`config.mk`:
```
export PLATFORM = sky130hd
export DESIGN_NAME = button_debounce_long_press_repeat_unit
export DESIGN_NICKNAME = d
export VERILOG_FILES = /design/src/bdlp_pkg.sv /design/src/button_debounce_long_press_repeat_unit.sv /design/src/bdlp_step.sv
export SDC_FILE = /design/constraint.sdc
export NUM_CORES = 1
export LEC_CHECK = 0
export ABC_AREA = 1
export BUFFER_PORTS_ARGS = -buffer_cell sky130_fd_sc_hd__buf_4
export CORE_MARGIN = 3
export CORE_UTILIZATION = 45
export DETAILED_ROUTE_END_ITERATION = 16
export PLACE_DENSITY = 0.67
export SLEW_MARGIN = 15
export SYNTH_ARGS = -nofsm -noshare
export SYNTH_HDL_FRONTEND = slang
export SYNTH_SLANG_ARGS = --single-unit
```
`constraint.sdc`:
```
create_clock -name i_clk -period 7.4 [get_ports i_clk]
set_input_delay 1.48 -clock i_clk [delete_from_list [all_inputs] [get_ports i_clk]]
set_output_delay 1.48 -clock i_clk [all_outputs]
set_load 0.05 [all_outputs]
```
`src/bdlp_pkg.sv`:
```
// ----------------------------------------------------------------------------
// bdlp_pkg
// Shared types and constants for the push-button qualifier: item function
// codes, configuration register indexes, reset values and the state record.
// ----------------------------------------------------------------------------
package bdlp_pkg;

    // Field and register widths.
    localparam int unsigned FUNC_W   = 2;
    localparam int unsigned HIST_W   = 8;
    localparam int unsigned HOLD_W   = 16;
    localparam int unsigned RPT_W    = 15;
    localparam int unsigned CFG_IDX_W = 3;
    localparam int unsigned CFG_DATA_W = 16;

    // Default width of the stability window, in samples (1 to 8).
    localparam int unsigned STABLE_SAMPLES_DEF = 4;

    // Item function codes.
    typedef enum logic [FUNC_W-1:0] {
        FUNC_TICK     = 2'd0,
        FUNC_READ     = 2'd1,
        FUNC_READ_CLR = 2'd2
    } t_func;

    // Configuration register indexes.
    localparam logic [CFG_IDX_W-1:0] CFG_LONG_PRESS_ENABLE  = 3'd0;
    localparam logic [CFG_IDX_W-1:0] CFG_REPEAT_ENABLE      = 3'd1;
    localparam logic [CFG_IDX_W-1:0] CFG_LONG_PRESS_TICKS   = 3'd2;
    localparam logic [CFG_IDX_W-1:0] CFG_REPEAT_START_TICKS = 3'd3;
    localparam logic [CFG_IDX_W-1:0] CFG_REPEAT_HALF_PERIOD = 3'd4;

    // Configuration reset values.
    localparam logic [HOLD_W-1:0] LONG_PRESS_TICKS_RST   = 16'd100;
    localparam logic [HOLD_W-1:0] REPEAT_START_TICKS_RST = 16'd50;
    localparam logic [RPT_W-1:0]  REPEAT_HALF_PERIOD_RST = 15'd10;

    // Configuration as seen by the update logic.
    typedef struct packed {
        logic              long_press_enable;
        logic              repeat_enable;
        logic [HOLD_W-1:0] long_press_ticks;
        logic [HOLD_W-1:0] repeat_start_ticks;
        logic [RPT_W-1:0]  repeat_half_period;
    } t_cfg;

    // Key qualifier state.
    typedef struct packed {
        logic [HIST_W-1:0] history;
        logic              debounced;
        logic              reported;
        logic [HOLD_W-1:0] hold_count;
        logic [RPT_W-1:0]  repeat_count;
        logic              pulse_on_release;
        logic              pulse_pending;
        logic              long_press_seen;
    } t_state;

    // One result item.
    typedef struct packed {
        logic changed;
        logic reported;
        logic long_hold;
    } t_result;

endpackage

```
`src/button_debounce_long_press_repeat_unit.sv`:
```
// ----------------------------------------------------------------------------
// button_debounce_long_press_repeat_unit
// Single-key push-button qualifier with debouncing, auto-repeat and
// long-press detection.
// ----------------------------------------------------------------------------
// Each item (a tick carrying a raw sample, or a read) is applied to the key
// state in the clock cycle of its transfer, and its result is held in an
// output register until taken. One item is accepted per cycle, and its result
// is shown in the cycle after; the only limit is the output register, which
// frees itself in the same cycle its result is transferred. Configuration
// writes take effect at once and are meant to be made while no result is outstanding.
module button_debounce_long_press_repeat_unit #(
    parameter int unsigned STABLE_SAMPLES = bdlp_pkg::STABLE_SAMPLES_DEF
) (
    input  logic                            i_clk,
    input  logic                            i_rst_n,
    // Item input
    input  logic                            i_in_valid,
    output logic                            o_in_ready,
    input  logic [bdlp_pkg::FUNC_W-1:0]     i_func,
    input  logic                            i_sample,
    // Result output
    output logic                            o_out_valid,
    input  logic                            i_out_ready,
    output logic                            o_changed,
    output logic                            o_reported,
    output logic                            o_long_hold,
    // Configuration write port
    input  logic                            i_cfg_we,
    input  logic [bdlp_pkg::CFG_IDX_W-1:0]  i_cfg_index,
    input  logic [bdlp_pkg::CFG_DATA_W-1:0] i_cfg_data
);

    bdlp_pkg::t_cfg    r_cfg;
    bdlp_pkg::t_state  r_state;
    bdlp_pkg::t_state  n_state;
    bdlp_pkg::t_result r_result;
    bdlp_pkg::t_result n_result;
    logic              r_out_valid;
    logic              in_xfer;

    // Accept whenever the output register is empty or being emptied.
    assign o_in_ready = !r_out_valid || i_out_ready;
    assign in_xfer    = i_in_valid && o_in_ready;

    // Configuration registers.
    always_ff @(posedge i_clk) begin
        if (!i_rst_n) begin
            r_cfg.long_press_enable  <= 1'b0;
            r_cfg.repeat_enable      <= 1'b0;
            r_cfg.long_press_ticks   <= bdlp_pkg::LONG_PRESS_TICKS_RST;
            r_cfg.repeat_start_ticks <= bdlp_pkg::REPEAT_START_TICKS_RST;
            r_cfg.repeat_half_period <= bdlp_pkg::REPEAT_HALF_PERIOD_RST;
        end else if (i_cfg_we) begin
            unique case (i_cfg_index)
                bdlp_pkg::CFG_LONG_PRESS_ENABLE:  r_cfg.long_press_enable  <= i_cfg_data[0];
                bdlp_pkg::CFG_REPEAT_ENABLE:      r_cfg.repeat_enable      <= i_cfg_data[0];
                bdlp_pkg::CFG_LONG_PRESS_TICKS:   r_cfg.long_press_ticks   <= i_cfg_data;
                bdlp_pkg::CFG_REPEAT_START_TICKS: r_cfg.repeat_start_ticks <= i_cfg_data;
                bdlp_pkg::CFG_REPEAT_HALF_PERIOD: begin
                    r_cfg.repeat_half_period <= i_cfg_data[bdlp_pkg::RPT_W-1:0];
                end
                default: begin
                end
            endcase
        end
    end

    // Per-item update logic.
    bdlp_step #(
        .STABLE_SAMPLES (STABLE_SAMPLES)
    ) u_step (
        .i_func   (i_func),
        .i_sample (i_sample),
        .i_cfg    (r_cfg),
        .i_state  (r_state),
        .o_state  (n_state),
        .o_result (n_result)
    );

    // Key state.
    always_ff @(posedge i_clk) begin
        if (!i_rst_n) begin
            r_state <= '0;
        end else if (in_xfer) begin
            r_state <= n_state;
        end
    end

    // Output register.
    always_ff @(posedge i_clk) begin
        if (!i_rst_n) begin
            r_out_valid <= 1'b0;
        end else if (in_xfer) begin
            r_out_valid <= 1'b1;
        end else if (i_out_ready) begin
            r_out_valid <= 1'b0;
        end
    end

    always_ff @(posedge i_clk) begin
        if (in_xfer) begin
            r_result <= n_result;
        end
    end

    assign o_out_valid = r_out_valid;
    assign o_changed   = r_result.changed;
    assign o_reported  = r_result.reported;
    assign o_long_hold = r_result.long_hold;

endmodule

```
`src/bdlp_step.sv`:
```
// ----------------------------------------------------------------------------
// bdlp_step
// Next-state and result logic for one item: shifts the sample into the
// history window, qualifies the level and runs the repeat and long-press rules.
// ----------------------------------------------------------------------------
module bdlp_step #(
    parameter int unsigned STABLE_SAMPLES = bdlp_pkg::STABLE_SAMPLES_DEF
) (
    input  logic [bdlp_pkg::FUNC_W-1:0] i_func,
    input  logic                        i_sample,
    input  bdlp_pkg::t_cfg              i_cfg,
    input  bdlp_pkg::t_state            i_state,
    output bdlp_pkg::t_state            o_state,
    output bdlp_pkg::t_result           o_result
);

    localparam logic [bdlp_pkg::HOLD_W-1:0] HOLD_MAX = '1;
    localparam logic [bdlp_pkg::HOLD_W-1:0] HOLD_ONE = {{(bdlp_pkg::HOLD_W-1){1'b0}}, 1'b1};
    localparam logic [bdlp_pkg::RPT_W-1:0]  RPT_ONE  = {{(bdlp_pkg::RPT_W-1){1'b0}}, 1'b1};

    logic [bdlp_pkg::HIST_W-1:0]     hist_next;
    logic [STABLE_SAMPLES-1:0]       win;
    logic [bdlp_pkg::HOLD_W-1:0]     hold_inc;
    logic [bdlp_pkg::RPT_W-1:0]      rpt_dec;
    logic                            changed;
    bdlp_pkg::t_state                n_st;

    // Shifted history and the newest window of samples.
    assign hist_next = {i_state.history[bdlp_pkg::HIST_W-2:0], i_sample};
    assign win       = hist_next[STABLE_SAMPLES-1:0];
    assign hold_inc  = (i_state.hold_count == HOLD_MAX) ? HOLD_MAX
                                                        : i_state.hold_count + HOLD_ONE;
    assign rpt_dec   = i_state.repeat_count - RPT_ONE;

    // Item update.
    always_comb begin
        n_st    = i_state;
        changed = 1'b0;
        unique case (bdlp_pkg::t_func'(i_func))
            bdlp_pkg::FUNC_TICK: begin
                n_st.history = hist_next;
                if (&win) begin
                    if (!i_state.debounced) begin
                        // Fresh press: shown at once, or held back in long-press mode.
                        n_st.debounced = 1'b1;
                        if (i_cfg.long_press_enable) begin
                            n_st.pulse_on_release = 1'b1;
                            n_st.reported         = 1'b0;
                        end else begin
                            n_st.reported = 1'b1;
                            changed       = 1'b1;
                        end
                    end else if (i_state.repeat_count == RPT_ONE
                                 && !i_cfg.long_press_enable) begin
                        // Repeat interval has run out: toggle and reload.
                        n_st.reported     = ~i_state.reported;
                        n_st.repeat_count = i_cfg.repeat_half_period;
                        changed           = 1'b1;
                    end else begin
                        if (i_state.repeat_count != '0 && !i_cfg.long_press_enable) begin
                            n_st.repeat_count = rpt_dec;
                        end
                        n_st.hold_count = hold_inc;
                        if (i_state.pulse_on_release) begin
                            if (hold_inc >= i_cfg.long_press_ticks) begin
                                n_st.pulse_on_release = 1'b0;
                                n_st.long_press_seen  = 1'b1;
                                n_st.reported         = 1'b1;
                                changed               = 1'b1;
                            end
                        end else if (i_cfg.repeat_enable && !i_cfg.long_press_enable) begin
                            if (hold_inc >= i_cfg.repeat_start_ticks) begin
                                n_st.repeat_count = RPT_ONE;
                                n_st.hold_count   = '0;
                            end
                        end
                    end
                end else if (~|win) begin
                    if (i_state.debounced) begin
                        // Release: a hidden short press becomes a one-read pulse.
                        n_st.debounced       = 1'b0;
                        n_st.long_press_seen = 1'b0;
                        changed              = 1'b1;
                        if (i_state.pulse_on_release) begin
                            n_st.pulse_on_release = 1'b0;
                            n_st.pulse_pending    = 1'b1;
                            n_st.reported         = 1'b1;
                        end else begin
                            n_st.reported = 1'b0;
                        end
                    end else if (i_state.reported && !i_state.pulse_pending) begin
                        // Key is up but still reported down after a repeat or pulse.
                        n_st.reported = 1'b0;
                        changed       = 1'b1;
                    end
                end else begin
                    // Mixed window: the key is bouncing.
                    n_st.hold_count   = '0;
                    n_st.repeat_count = '0;
                end
            end
            bdlp_pkg::FUNC_READ: begin
                n_st.pulse_pending = 1'b0;
            end
            bdlp_pkg::FUNC_READ_CLR: begin
                n_st.long_press_seen = 1'b0;
            end
            default: begin
            end
        endcase
    end

    assign o_state            = n_st;
    assign o_result.changed   = changed;
    assign o_result.reported  = n_st.reported;
    assign o_result.long_hold = i_state.long_press_seen;

endmodule

```
### Yosys cells after proc, flatten, opt, wreduce, memory -nomap -nowiden

Cells that the tools add are included.

| word-level totals | value |
|---|---|
| flip-flop bits (word level) | 92 |
| bits in writable memories | 0 |
| ROM bits | 0 |
| latch bits | 0 |
| output and inout port bits | 5 |
| memories kept | 0 |
| logic and storage cells | 122 |
| input bits | 27 |

| cells by class | value |
|---|---|
| shift operators | 0 |
| $mul | 0 |
| equality and inequality tests | 22 |
| order comparisons | 2 |
| add/sub/neg operators | 2 |
| reductions and logical operators | 32 |
| bitwise logic cells | 1 |
| divide/modulo/power cells | 0 |
| multiplexer cells | 46 |

Operator list:

| operator | number |
|---|---|
| $mux W31 | 5 |
| $mux W34 | 1 |
| $mux W33 | 1 |
| $ge A16 B16 Y1 | 2 |
| $mux W16 | 2 |
| $mux W1 | 30 |
| $mux W15 | 2 |
| $add A16 B1 Y16 const B | 1 |
| $eq A16 B16 Y1 const B | 1 |
| $eq A15 B1 Y1 const B | 1 |
| $ne A3 B3 Y1 const B | 5 |
| $reduce_bool A15 Y1 | 1 |
| $sub A15 B1 Y15 const B | 1 |
| $ne A2 B2 Y1 const B | 6 |
| $reduce_and A2 Y1 | 6 |
| $reduce_and A6 Y1 | 2 |
| $reduce_bool A2 Y1 | 6 |
| $reduce_and A4 Y1 | 2 |
| $reduce_and A8 Y1 | 1 |
| $eq A3 B2 Y1 const B | 2 |
| $mux W3 | 2 |
| $ne A3 B2 Y1 const B | 2 |
| $logic_and A1 B1 Y1 | 5 |
| $reduce_and A5 Y1 | 1 |
| 14 further kinds | 17 |

### Depth between registers and ports, before layout

Gate-level depths: netlist of the first run.

| logic depth | value |
|---|---|
| depth after elaboration | 10 |
| gate-level depth with buffers | 27 |
| depth with buffers taken out | 26 |

### By module

A second synthesis of the first run with hierarchy kept.

| second synthesis, totals | value |
|---|---|
| cell total of the unflattened synthesis | 1,224 |
| area, all modules | 7,439.6 µm² |

By module, submodules not included:

| module | cells an instance | instances | area each (µm²) | seq. area each (µm²) |
|---|---|---|---|---|
| button_debounce_long_press_repeat_unit | 535 | 1 | 3,925.0 | 1,971.9 |
| bdlp_step | 689 | 1 | 3,514.6 | 0.0 |

### Worst setup path after synthesis of the first run

Ideal clock, no wire load.

| path | value |
|---|---|
| path type | input to register |
| from | in i_out_ready |
| to | reg r_state[18] (netlist bit) |
| stages on the path | 13 |
| slack | 4.009 ns |
| buffers on the path | 1 |
| arrival time | 3.322 ns |
| setup time | 0.069 ns |
| required time | 7.331 ns |
| cells stage by stage | inv_1 -> nand2_1 -> nand2_2 -> nor2_8 -> inv_2 -> nor3_4 -> inv_2 -> nor2_4 -> inv_2 -> nor3b_4 -> buf_6 -> nand2_2 -> a21oi_2 |

| on the way | value |
|---|---|
| longest elaborated chain between the ends | 3 |

Ends and longest elaborated chain:

| element | RTL line | RTL |
|---|---|---|
| start, declared | button_debounce_long_press_repeat_unit.sv:24 | `input logic i_out_ready,` |
| $logic_or A1 B1 Y1 | button_debounce_long_press_repeat_unit.sv:43 | `assign o_in_ready = !r_out_valid \|\| i_out_ready;` |
| named net o_in_ready | button_debounce_long_press_repeat_unit.sv:19 | `output logic o_in_ready,` |
| $logic_and A1 B1 Y1 | button_debounce_long_press_repeat_unit.sv:44 | `assign in_xfer = i_in_valid && o_in_ready;` |
| $reduce_and A5 Y1 (no source line) | - |  |
| end signal, assigned | button_debounce_long_press_repeat_unit.sv:86 | `r_state <= n_state;` |
| end, declared | button_debounce_long_press_repeat_unit.sv:35 | `bdlp_pkg::t_state r_state;` |

The timed path passes the listed nets, and every way through them passes these cells.
A chain may end at the register's enable or synchronous reset.

### Final worst setup path of the first run

| path | value |
|---|---|
| from | reg r_state[18] (netlist bit) |
| to | reg r_state[23] (netlist bit) |

| on the way | value |
|---|---|
| longest elaborated chain between the ends | 9 |
| elaborated cells on any way between the ends | 10 |
| those cells by class | add/sub: 1; order compare: 1; eq/ne: 1; mux: 7 |

Ends and longest elaborated chain:

| element | RTL line | RTL |
|---|---|---|
| $add A16 B1 Y16 or $eq A16 B16 Y1 (tied branches) | bdlp_step.sv:32, bdlp_step.sv:31 |  |
| $mux W16 (*) | bdlp_step.sv:31 | `assign hold_inc = (i_state.hold_count == HOLD_MAX) ? HOLD_MAX` |
| $ge A16 B16 Y1 | bdlp_step.sv:72 | `if (hold_inc >= i_cfg.repeat_start_ticks) begin` |
| $mux W31 | bdlp_step.sv:72 |  |
| $mux W31 | bdlp_step.sv:71 | `end else if (i_cfg.repeat_enable && !i_cfg.long_press_enable) begin` |
| $mux W31 (*) | bdlp_step.sv:64 | `if (i_state.pulse_on_release) begin` |
| $mux W16 (*) | bdlp_step.sv:53 | `end else if (i_state.repeat_count == RPT_ONE` |
| $mux W31 (*) | bdlp_step.sv:43 | `if (!i_state.debounced) begin` |
| $mux W34 (*) | bdlp_step.sv:42 | `if (&win) begin` |

Mark *: on every way between the ends. The rest lies on a longest branch, timed or not. The select of a mux whose other input is x is not followed.

==> results of run 1 <==
==> final cells by class <==
class                           count  area share, %
Clock inverter                      5         0.6220
Timing Repair Buffer               35          4.354
Clock buffer                       11          4.022
Sequential cell                    92          31.02
Inverter                           90          5.598
Tap cell                          143          2.965
Multi-Input combinational cell    576          51.42
==> cell families (layout without fill, tap and decap cells) <==
kind of cell / count (synthesis) / in the layout
compound gates: 180 / 180
xor+xnor: 20 / 20
fa+ha+maj: 36 / 36
buf+inv: 117 / 141
flops: 92 / 92
simple gates: 340 / 340
==> flip-flops by register name (all words and copies together), names as in the netlist <==
| register | flops |
|---|---|
| r_cfg | 49 |
| r_state | 39 |
| o_changed | 1 |
| o_long_hold | 1 |
| o_out_valid | 1 |
| o_reported | 1 |
==> how the worst min path moves through the flow <==
stage / start / depth (start not counted) / endpoint / slack [ps]
2_1_floorplan: r_state[0] / 0 / o_long_hold / 400
3_5_place_dp: r_state[0] / 0 / o_long_hold / 420
5_1_grt: r_state[0] / 0 / o_long_hold / 460
3_3_place_gp: r_state[0] / 0 / o_long_hold / 410
6_report: r_state[0] / 0 / o_long_hold / 430
4_1_cts: r_state[0] / 0 / o_long_hold / 430
==> per-stage QoR <==
step	util (%)	setup slack [ps]	area, sq um	power (W)	std cells
final	51.96	2991	6035	0.001038	952
after global routing	51.96	2565	6035	0.001079	952
after CTS	51.96	3093	6035	0.001045	952
after detailed placement	49.55	3135	5754	0.0006120	936
after global placement	49.55	3330	5754	0.0006088	936
after floorplan	-	4009	5421	0.0005786	785
==> cell usage after synthesis (2+ instances only) <==
library cell,count,area [sq um]
nand2_1,165,619.3
nor2_1,95,356.6
dfxtp_1,89,1782
a21oi_1,79,395.4
inv_1,79,296.5
o21ai_0,57,285.3
ha_1,36,450.4
nand3_1,26,130.1
clkbuf_1,24,90.09
nor3_1,17,85.08
o211ai_1,14,105.1
o21ai_1,13,65.06
inv_2,11,41.29
nand2_2,11,68.82
xor2_1,11,96.34
a21oi_2,10,87.58
xnor2_1,9,78.83
nand4_1,6,37.54
nor4_1,5,31.28
edfxtp_1,3,90.09
nor3b_1,3,22.52
buf_1,2,7.510
or2_2,2,12.51
==> report_power, final <==
part	internal, W	switching (W)	leakage [nW]
Sequential	0.000510	0.00000540	0.752
Clock	0.000238	0.000199	0.132
Combinational	0.0000291	0.0000561	1.86
Total	0.000777	0.000261	2.75
==> metal layers <==
| layer | vias to the layer above | GRT usage, % | wire length, microns |
|---|---|---|---|
| met3 | 28 | 3.394 | 473 |
| met4 | 0 | 9.281 | 376 |
| met5 | - | 0 | 0 |
| met1 | 2305 | 27.45 | 6153 |
| li1 | 2608 | - | - |
| met2 | 87 | 35.29 | 6292 |
==> summary.txt, run 1 <==
Timing
  • Worst slew margin: roughly two fifths
  • Slew @ Worst Pin: between 800 and 900 ps
  • Final Cycle Share: slightly below 60%
  • Max Clock Freq: between 200 and 250 MHz
  • Final Hold Viols: 0
  • Clk_skew: between 6 and 7 ps
  • RSZ-0062 raised after global routing: false
  • Worst hold-check slack: about 430 ps
  • Min Clock Period, post-route: ~4400 ps
  • Setup violations, final: 0
  • Pins Over Slew Limit: 0
  • Setup TNS: 0 ps

Detailed routing
  • Detailed Routing Iterations Pass 1: 4
  • Iteration-0 DRC Markers: ~310
  • Routed WL: roughly 13000 microns
  • Drt via density: approximately 5.3
  • Vias: a little over 5000
  • Final ANT Viol Nets: 0
  • WL per Instance: roughly 14 microns
  • # DRC: 0

Pwr
  • Leakage power total: 2.746 nW
  • Pwr/cell area: roughly 170 mW/mm^2
  • Worst IR Drop VDD: 102.4 uV

Synth
  • Post-Synth Simple-Gate Area: between 20% and 30%
  • Largest family of logic cells by synthesized area: simple AND/OR/NAND/NOR gates
  • FF+latch count, synth: between 90 and 100
  • Post-synthesis xor/xnor area fraction: 3.231%
  • Syn Inst Count: about 790
  • Ys async rst share: 0%
  • Mapped Area: between 0.005 and 0.006 sq mm
  • Post-synth EDFFs: 3
  • Yosys cell types: between 40 and 50
  • Mean area per synthesized cell: approximately 7 sq um
  • Syn_nets: around 850
  • Synth Area in Compound Gates: between 10% and 20%
  • Primary FF master, synth: dfxtp_1
  • Synth warnings: 0
  • Post-synthesis adder-cell area fraction: approximately 8.3%
  • Post-synthesis sequential area ratio: about a third
  • Post-synthesis mux area share: 0%

Worst setup path
  • Worst path cell trace: ha_1, nand3_1, nor3b_2, nand3_1, nor2_1, inv_2, nand3_1, ha_1, nand2_1, inv_1, nand3_1, inv_1, a21oi_1, nand3_1, nand2_1, nor3b_4, nand2_1, a21oi_1
  • Critical path destination: r_state[23]
  • CP required: around 7700 ps
  • Critical path fanouts, max: 16
  • Critical Path Max Stage Delay: approximately 830 ps
  • Crit path launch: r_state[18]
  • Slowest-stage cell, CP: nor3b_4
  • CP Class: flip-flop to flip-flop
  • CP Capture Type: flip-flop
  • Worst flop-to-flop path startpoint: r_state[18]
  • Crit path DAT: about 4700 ps
  • Nature of the critical path startpoint: flip-flop
  • R2R setup slack: about 3000 ps
  • Bufs and invs on worst path: 3
  • Critical path's top delay family: simple AND/OR/NAND/NOR gates
  • CP Depth: 18
  • Most used cell, CP: nand3_1
  • Worst R2R End: r_state[23]
  • R2R cell count: 18

CTS
  • Setup Fix Bufs, Post-CTS: 0
  • CTS max path bufs: 2
  • Num Clock Sinks: 92
  • # H-tree levels: 3
  • Worst-Skew Late Latency: 350 ps
  • Clock Tree Root: clkbuf_16
  • Cts bufs inserted: 9
  • PostCTS Resize Cnt: 0
  • CTS tree: built
  • Clock slew at reported path FFs: approximately 70 ps
  • # hold bufs at CTS: 0

Global routing
  • Initial antenna violation count: 0
  • Vias in the first global route: around 4900
  • First-pass GRT wire length: approximately 23000 microns
  • Grt ovf: 0
  • Pin count of the biggest net entering global routing: 52
  • GRT Total Usage: between 20% and 30%

Cells and area
  • Antenna cells: 0
  • Filler cells: between 1000 and 1500
  • Register area: approximately 0.0019 sq mm
  • Layout area overhead: 11.31%
  • Commonest non-fill, non-tap cell in the layout: nand2_1
  • Fraction of layout cells with a size suffix above 1: a little under an eighth
  • Nets: between 800 and 900
  • Multi-input logic area: 0.003103 sq mm
  • Most frequent cells in the layout: nand2_1 (165), nor2_1 (95), dfxtp_1 (89), inv_1 (79), a21oi_1 (79)

Die
  • Die area: around 0.013 sq mm
  • Core Region: approximately 0.012 sq mm
  • Die height: about 120 microns
  • Die width: 115.8 microns
  • Top-level I/O count: 32
  • # rows: 39
  • Initial Util: between 40% and 50%

Placement
  • HPWL Detailed: about 10000 microns
  • Final Wtd Congestion: 0.8846
  • I/O Buffers: 31

Hold path
  • Hold crit path type: flip-flop to flip-flop

Run
  • Max Cap Viol: 0

Run status
  • Status: finished, final reports clean
(Power assumes the default switching activity.)
==> run 2, diff against run 1 <==
Settings changed: ABC_AREA 1 to 0.
Clock period 7.4 ns to 4.4 ns, I/O delays scaled along.
==> run 2 against run 1 <==
Effect of this change: non-clock buffer count increased by 3; combinational power increased by 33%; clock skew decreased by 1.2 ps; routed wire length increased by 2.8%; clock power increased by 72%; final cell count decreased by 12%; register-to-register slack got worse by 2600 ps; maximum frequency increased by 8.6%; total power increased by 66%; critical endpoint is now r_state[31]; largest cell class unchanged.
==> summary.txt, run 2 <==
Timing
  • Final Hold Viols: 0 (unchanged)
  • Final Cycle Share: 92.24% (+33 points)
  • Slew @ Worst Pin: 766.5 ps (-121.8 ps)
  • RSZ-0062 raised after global routing: false
  • Pins Over Slew Limit: 0 (unchanged)
  • Max Clock Freq: 246.4 MHz (+8.6%)
  • Worst slew margin: 48.52% (+7.8 points)
  • Min Clock Period, post-route: 4058 ps (-351.0 ps)
  • Clk_skew: 5.679 ps (-1.183 ps)
  • Setup violations, final: 0 (unchanged)
  • Setup TNS: 0 ps (unchanged)

Synth
  • Syn Inst Count: 678 (-14%)
  • Syn_nets: 741 (-13%)
  • Synth warnings: 0 (unchanged)
  • FF+latch count, synth: 92 (unchanged)
  • Mean area per synthesized cell: 7.819 sq um (+13%)
  • Mapped Area: 0.005301 sq mm (-2.2%)
  • Post-synth top area share: 33.61% (+0.74 points)
  • Most common library cells after synthesis: nand2_1 (120), dfxtp_1 (89), a21oi_1 (71), inv_1 (44), ha_1 (36)
  • Post-synth EDFFs: 3 (unchanged)
  • Primary FF master, synth: dfxtp_1
  • Post-synth top area cell: dfxtp_1
  • Yosys cell types: 65 (+59%)
  • Ys async rst share: 0% (unchanged)
  • Post-synthesis sequential area ratio: 35.31% (+0.78 points)
  • Cell with the most instances after synthesis: nand2_1
  • Synth area leaders: dfxtp_1 (34%), ha_1 (8.5%), nand2_1 (8.5%)

Die
  • Die area: 0.01312 sq mm (-2.1%)
  • Die width: 114.5 microns (-1.1%)
  • Core Region: 0.01147 sq mm (-1.3%)
  • Die height: 114.5 microns (-1.1%)
  • # rows: 39 (unchanged)
  • Top-level I/O count: 32 (unchanged)
  • Initial Util: 46.23% (-0.45 points)

Worst setup path
  • CP Capture Type: flip-flop
  • Slowest-stage cell, CP: or4_1
  • CP Class: flip-flop to flip-flop
  • Crit path DAT: 4320 ps (-360 ps)
  • Critical path's top delay family: simple AND/OR/NAND/NOR gates
  • Critical path fanouts, max: 21 (+5)
  • Critical Path Max Stage Delay: 620 ps (-210 ps)
  • R2R setup slack: 340 ps (-2650 ps)
  • Bufs and invs on worst path: 1 (-2)
  • Worst path cell trace: nand4_1, or4_1, nor3_1, mux2i_1, ha_1, and4_1, and2_1, and4_1, a211oi_4, buf_4, a31oi_1, nor3_1
  • Nature of the critical path startpoint: flip-flop
  • CP required: 4660 ps (-3010 ps)

Run status
  • Status: finished, final reports clean

CTS
  • # hold bufs at CTS: 0 (unchanged)
  • # H-tree levels: 3 (unchanged)
  • Clock Tree Root: clkbuf_16
  • Clock slew at reported path FFs: 70 ps (about the same)
  • CTS tree: built
  • Cts bufs inserted: 9 (unchanged)
  • CTS max path bufs: 2 (unchanged)
  • Num Clock Sinks: 92 (unchanged)
  • Worst-Skew Late Latency: 350 ps (about the same)
  • Setup Fix Bufs, Post-CTS: 0 (unchanged)
  • PostCTS Resize Cnt: 0 (unchanged)

Cells and area
  • Most frequent cells in the layout: nand2_1 (119), dfxtp_1 (89), a21oi_1 (71), inv_1 (43), buf_4 (38)
  • Regs by FF count: r_cfg (49), r_state (39)
  • Final Util: 51.42% (-0.54 points)
  • Number of flip-flops under the largest register name: 49 (unchanged)
  • Layout area overhead: 11.23% (about the same)
  • Antenna cells: 0 (unchanged)
  • Fraction of layout cells with a size suffix above 1: 10.68% (-0.82 points)
  • Nets: 751 (-13%)
  • Most flops, register: r_cfg
  • Design area: 0.005897 sq mm (-2.3%)
  • Commonest non-fill, non-tap cell in the layout: nand2_1

Pwr
  • Leakage power total: 2.374 nW (-14%)
  • Worst IR Drop VDD: 198.6 uV (+94%)
  • Pwr/cell area: 291.9 mW/mm^2 (+70%)
  • Total power: 0.001721 W (+66%)

Global routing
  • Pin count of the biggest net entering global routing: 42 (-19%)
  • Vias in the first global route: 4440 (-9.6%)
  • Initial antenna violation count: 0 (unchanged)
  • GRT Total Usage: 21.18% (-0.12 points)
  • First-pass GRT wire length: 22250 microns (-3.1%)
  • Grt ovf: 0 (unchanged)

Detailed routing
  • Iteration-0 DRC Markers: 448 (+46%)
  • Vias: 4928 (-2.0%)
  • WL per Instance: 16.35 microns (+17%)
  • Drt via density: 5.895 (+12%)
  • Routed WL: 13670 microns (+2.8%)
  • Detailed Routing Iterations Pass 1: 5 (+1)
  • Final ANT Viol Nets: 0 (unchanged)
  • # DRC: 0 (unchanged)

Placement
  • I/O Buffers: 31 (unchanged)
  • Final Wtd Congestion: 0.8921 (+0.85%)
  • DP Area: 0.005608 sq mm (-2.5%)
  • HPWL Detailed: 9888 microns (+1.6%)

Hold path
  • Hold crit path type: flip-flop to flip-flop

Run
  • Max Cap Viol: 0 (unchanged)
run 2: cell types whose count changed after synthesis, moves of 11 or more:
cell	before	now
nand2_1	165	120
inv_1	79	44
inv_2	11	0
o21ai_0	57	19
nor2_1	95	34
a21o_1	0	12
o21ai_1	13	1
nand2_2	11	0
run 2: final cells by class:
cell class              count  area (sq um)
well taps                 143         178.9
clock inverters             6         36.28
flip-flops and latches     92          1872
fillers                  1098          5570
repair buffers             38         285.3
clock buffers              10         250.2
inverters                  44         165.2
multi-input cells         503          3109
run 2: metal layers:
metal | track usage, % | share of wire (%) | vias to the layer above
li1 | - | - | 2456
met1 | 29.82 | 47 | 2299
met2 | 32.44 | 46 | 159
met3 | 4.334 | 6.0 | 14
met4 | 6.730 | 1.3 | 0
met5 | 0 | 0 | -
run 2: cells by family after synthesis:
| group | synth area share, % |
|---|---|
| flip-flops | 35.31 |
| XOR/XNOR | 1.487 |
| adder cells (fa/ha/maj) | 8.497 |
| AND/OR/NAND/NOR | 25.21 |
| AO/OA/AOI/OAI | 21.62 |
| buffers and inverters | 6.325 |
| multiplexers | 1.558 |
run 2: path summary, 6_finish.rpt:
| kind | start | endpoint | cells past startpoint |
|---|---|---|---|
| hold reg to reg | r_state[0] | o_long_hold | 0 |
| setup reg to reg | r_state[20] | r_state[31] | 12 |
| setup / recovery | r_state[20] | r_state[31] | 12 |
| hold / removal | r_state[0] | o_long_hold | 0 |
run 2: report_power, final:
group	leakage [nW]	total, W	switching [W]	internal (W)
Sequential	0.750	0.000857	0.00000776	0.000850
Clock	0.144	0.000751	0.000335	0.000415
Combinational	1.48	0.000113	0.0000736	0.0000398
Total	2.37	0.00172	0.000417	0.00130
run 2: per-stage QoR:
| stage | setup WS [ps] | hold WS (ps) | cells |
|---|---|---|---|
| floorplan | 665.3 | 407.9 | 678 |
| global placement | 534.4 | 415.9 | 820 |
| detailed placement | 375.7 | 423.2 | 820 |
| CTS | 355.9 | 439.0 | 836 |
| global route | 68.62 | 459.4 | 836 |
| finish | 341.6 | 433.3 | 836 |
==> run 3, diff against run 2 <==
Settings changed: REMOVE_ABC_BUFFERS from default to 1.
==> run 3 against run 2 <==
Effect of this change: design area rose by 0.55%; count of clock-buffer cells in the layout rose by 2; combinational power barely moved; maximum frequency rose by 2.3%; register-to-register slack improved by 90 ps; core utilization rose by 0.28 points; sequential cell count did not move; final cell count rose by 0.36%; routed wire length fell by 0.75%; critical path type unchanged.
==> summary.txt, run 3 (same netlist as run 2, synthesis figures left out) <==
Die
  • Die width: 114.5 microns (unchanged)
  • # rows: 39 (unchanged)
  • Initial Util: 46.23% (unchanged)
  • Die height: 114.5 microns (unchanged)
  • Die area: 0.01312 sq mm (unchanged)
  • Top-level I/O count: 32 (unchanged)
  • Core Region: 0.01147 sq mm (unchanged)

Detailed routing
  • Met1 WL: 6510 microns (+2.2%)
  • Top layer in use: met4
  • Routed WL: 13570 microns (-0.75%)
  • # DRC: 0 (unchanged)
  • Drt via density: 5.954 (+1.0%)
  • Met2 routed WL: 6222 microns (-1.2%)
  • Final ANT Viol Nets: 0 (unchanged)
  • WL per Instance: 16.17 microns (-1.1%)
  • Detailed Routing Iterations Pass 1: 5 (unchanged)
  • Vias: 4995 (+1.4%)
  • Met3 WL: 664 microns (-20%)
  • Iteration-0 DRC Markers: 416 (-7.1%)

Pwr
  • Leakage power total: 2.380 nW (+0.25%)
  • Worst IR Drop VDD: 188.6 uV (-5.0%)
  • Pwr/cell area: 294.8 mW/mm^2 (+0.99%)

CTS
  • Cts bufs inserted: 9 (unchanged)
  • Num Clock Sinks: 92 (unchanged)
  • Setup Fix Bufs, Post-CTS: 0 (unchanged)
  • CTS max path bufs: 2 (unchanged)
  • PostCTS Resize Cnt: 0 (unchanged)
  • # hold bufs at CTS: 0 (unchanged)
  • Worst-Skew Late Latency: 350 ps (about the same)
  • CTS tree: built
  • Clock slew at reported path FFs: 70 ps (about the same)
  • Clock Tree Root: clkbuf_16
  • # H-tree levels: 3 (unchanged)

Global routing
  • First-pass GRT wire length: 22510 microns (+1.1%)
  • GRT Total Usage: 20.88% (-0.30 points)
  • Vias in the first global route: 4708 (+6.0%)
  • Pin count of the biggest net entering global routing: 40 (-4.8%)
  • Grt ovf: 0 (unchanged)
  • Initial antenna violation count: 0 (unchanged)

Worst setup path
  • Crit path DAT: 4040 ps (-280 ps)
  • CP Capture Type: flip-flop
  • Critical path fanouts, max: 9 (-57%)
  • Nature of the critical path startpoint: flip-flop
  • CP Class: flip-flop to flip-flop
  • CP required: 4480 ps (-180 ps)

Cells and area
  • Number of flip-flops under the largest register name: 49 (unchanged)
  • Antenna cells: 0 (unchanged)
  • Nets: 754 (+0.40%)
  • Final Util: 51.71% (+0.28 points)
  • Layout area overhead: 11.85%
  • Most frequent cells in the layout: nand2_1 (120), dfxtp_1 (89), a21oi_1 (71), inv_1 (43), buf_4 (41)
  • Commonest non-fill, non-tap cell in the layout: nand2_1
  • Regs by FF count: r_cfg (49), r_state (39)
  • Most flops, register: r_cfg
  • Fraction of layout cells with a size suffix above 1: 10.78% (+0.098 points)

Run
  • Max Cap Viol: 0 (unchanged)

Timing
  • Final Cycle Share: 90.19% (-2.0 points)
  • Worst hold-check slack: 450.0 ps (+16.72 ps)
  • Max Clock Freq: 252.0 MHz (+2.3%)
  • RSZ-0062 raised after global routing: false
  • Clk_skew: 8.550 ps (+2.871 ps)
  • Worst slew margin: 49.24% (+0.73 points)
  • Pins Over Slew Limit: 0 (unchanged)
  • Slew @ Worst Pin: 761.3 ps (-5.182 ps)
  • Setup violations, final: 0 (unchanged)
  • Final Hold Viols: 0 (unchanged)
  • Min Clock Period, post-route: 3968 ps (-90.20 ps)

Run status
  • Status: finished, final reports clean

Placement
  • Final Wtd Congestion: 0.8916 (about the same)
  • HPWL Detailed: 9830 microns (-0.59%)
  • I/O Buffers: 31 (unchanged)

Hold path
  • Hold crit path type: flip-flop to flip-flop
==> run 3: cell count changes in the layout (fill, tap and decap cells not counted) <==
cell,delta
clkinv_4,+1
clkinvlp_4,+2
clkbuf_1,+1
buf_4,+3
clkinv_2,-4
nand2_2,-1
nand2_1,+1
inv_6,-1
clkbuf_8,+1
==> run 3: path summary, 6_finish.rpt <==
check	from	end	slack [ps]	cells past startpoint
setup / recovery	r_state[18]	o_reported	430	13
hold / removal	r_state[0]	o_long_hold	450	0
setup reg to reg	r_state[18]	o_reported	430	13
hold reg to reg	r_state[0]	o_long_hold	450	0
==> run 3: critical path, stage by stage, from the launching register on <==
cell      delay (ps)
dfxtp_1          400
ha_1             300
inv_1            110
nor4_1           290
buf_4            190
nand2_1          180
o21ai_0          230
ha_1             300
and3_1           190
a221o_1          350
a221oi_1         290
o31ai_1          220
a311oi_1         500
a221oi_1         150
==> run 3: power by group <==
part	leakage (nW)	switching [W]	internal, W
sequential	0.750	0.00000680	0.000850
clock	0.136	0.000342	0.000435
combinational	1.49	0.0000749	0.0000406
total	2.38	0.000423	0.00132
==> run 3: per-stage QoR <==
stage / instance area [sq um] / setup WS (ps) / TNS (ps) / cells / power [W]
2_1_floorplan: 5131 / -197.9 / -1041 / 639 / 0.0009321
3_3_place_gp: 5630 / 593.7 / 0 / 823 / 0.0009870
3_5_place_dp: 5630 / 500.0 / 0 / 823 / 0.0009901
4_1_cts: 5929 / 474.5 / 0 / 839 / 0.001754
5_1_grt: 5929 / 55.04 / 0 / 839 / 0.001791
6_report: 5929 / 431.7 / 0 / 839 / 0.001748
==> run 3: area by class of cell <==
type,instances,area (sq um)
fillers,1083,5538
multi-input cells,503,3107
flip-flops and latches,92,1872
repair buffers,41,307.8
clock buffers,12,267.8
well taps,143,178.9
inverters,44,165.2
clock inverters,4,31.28
==> run 3: layer usage <==
metal / up-vias / track usage (%)
met5: - / 0
met4: 0 / 6.572
met3: 12 / 2.907
met2: 152 / 33.95
met1: 2375 / 28.61
li1: 2456 / -
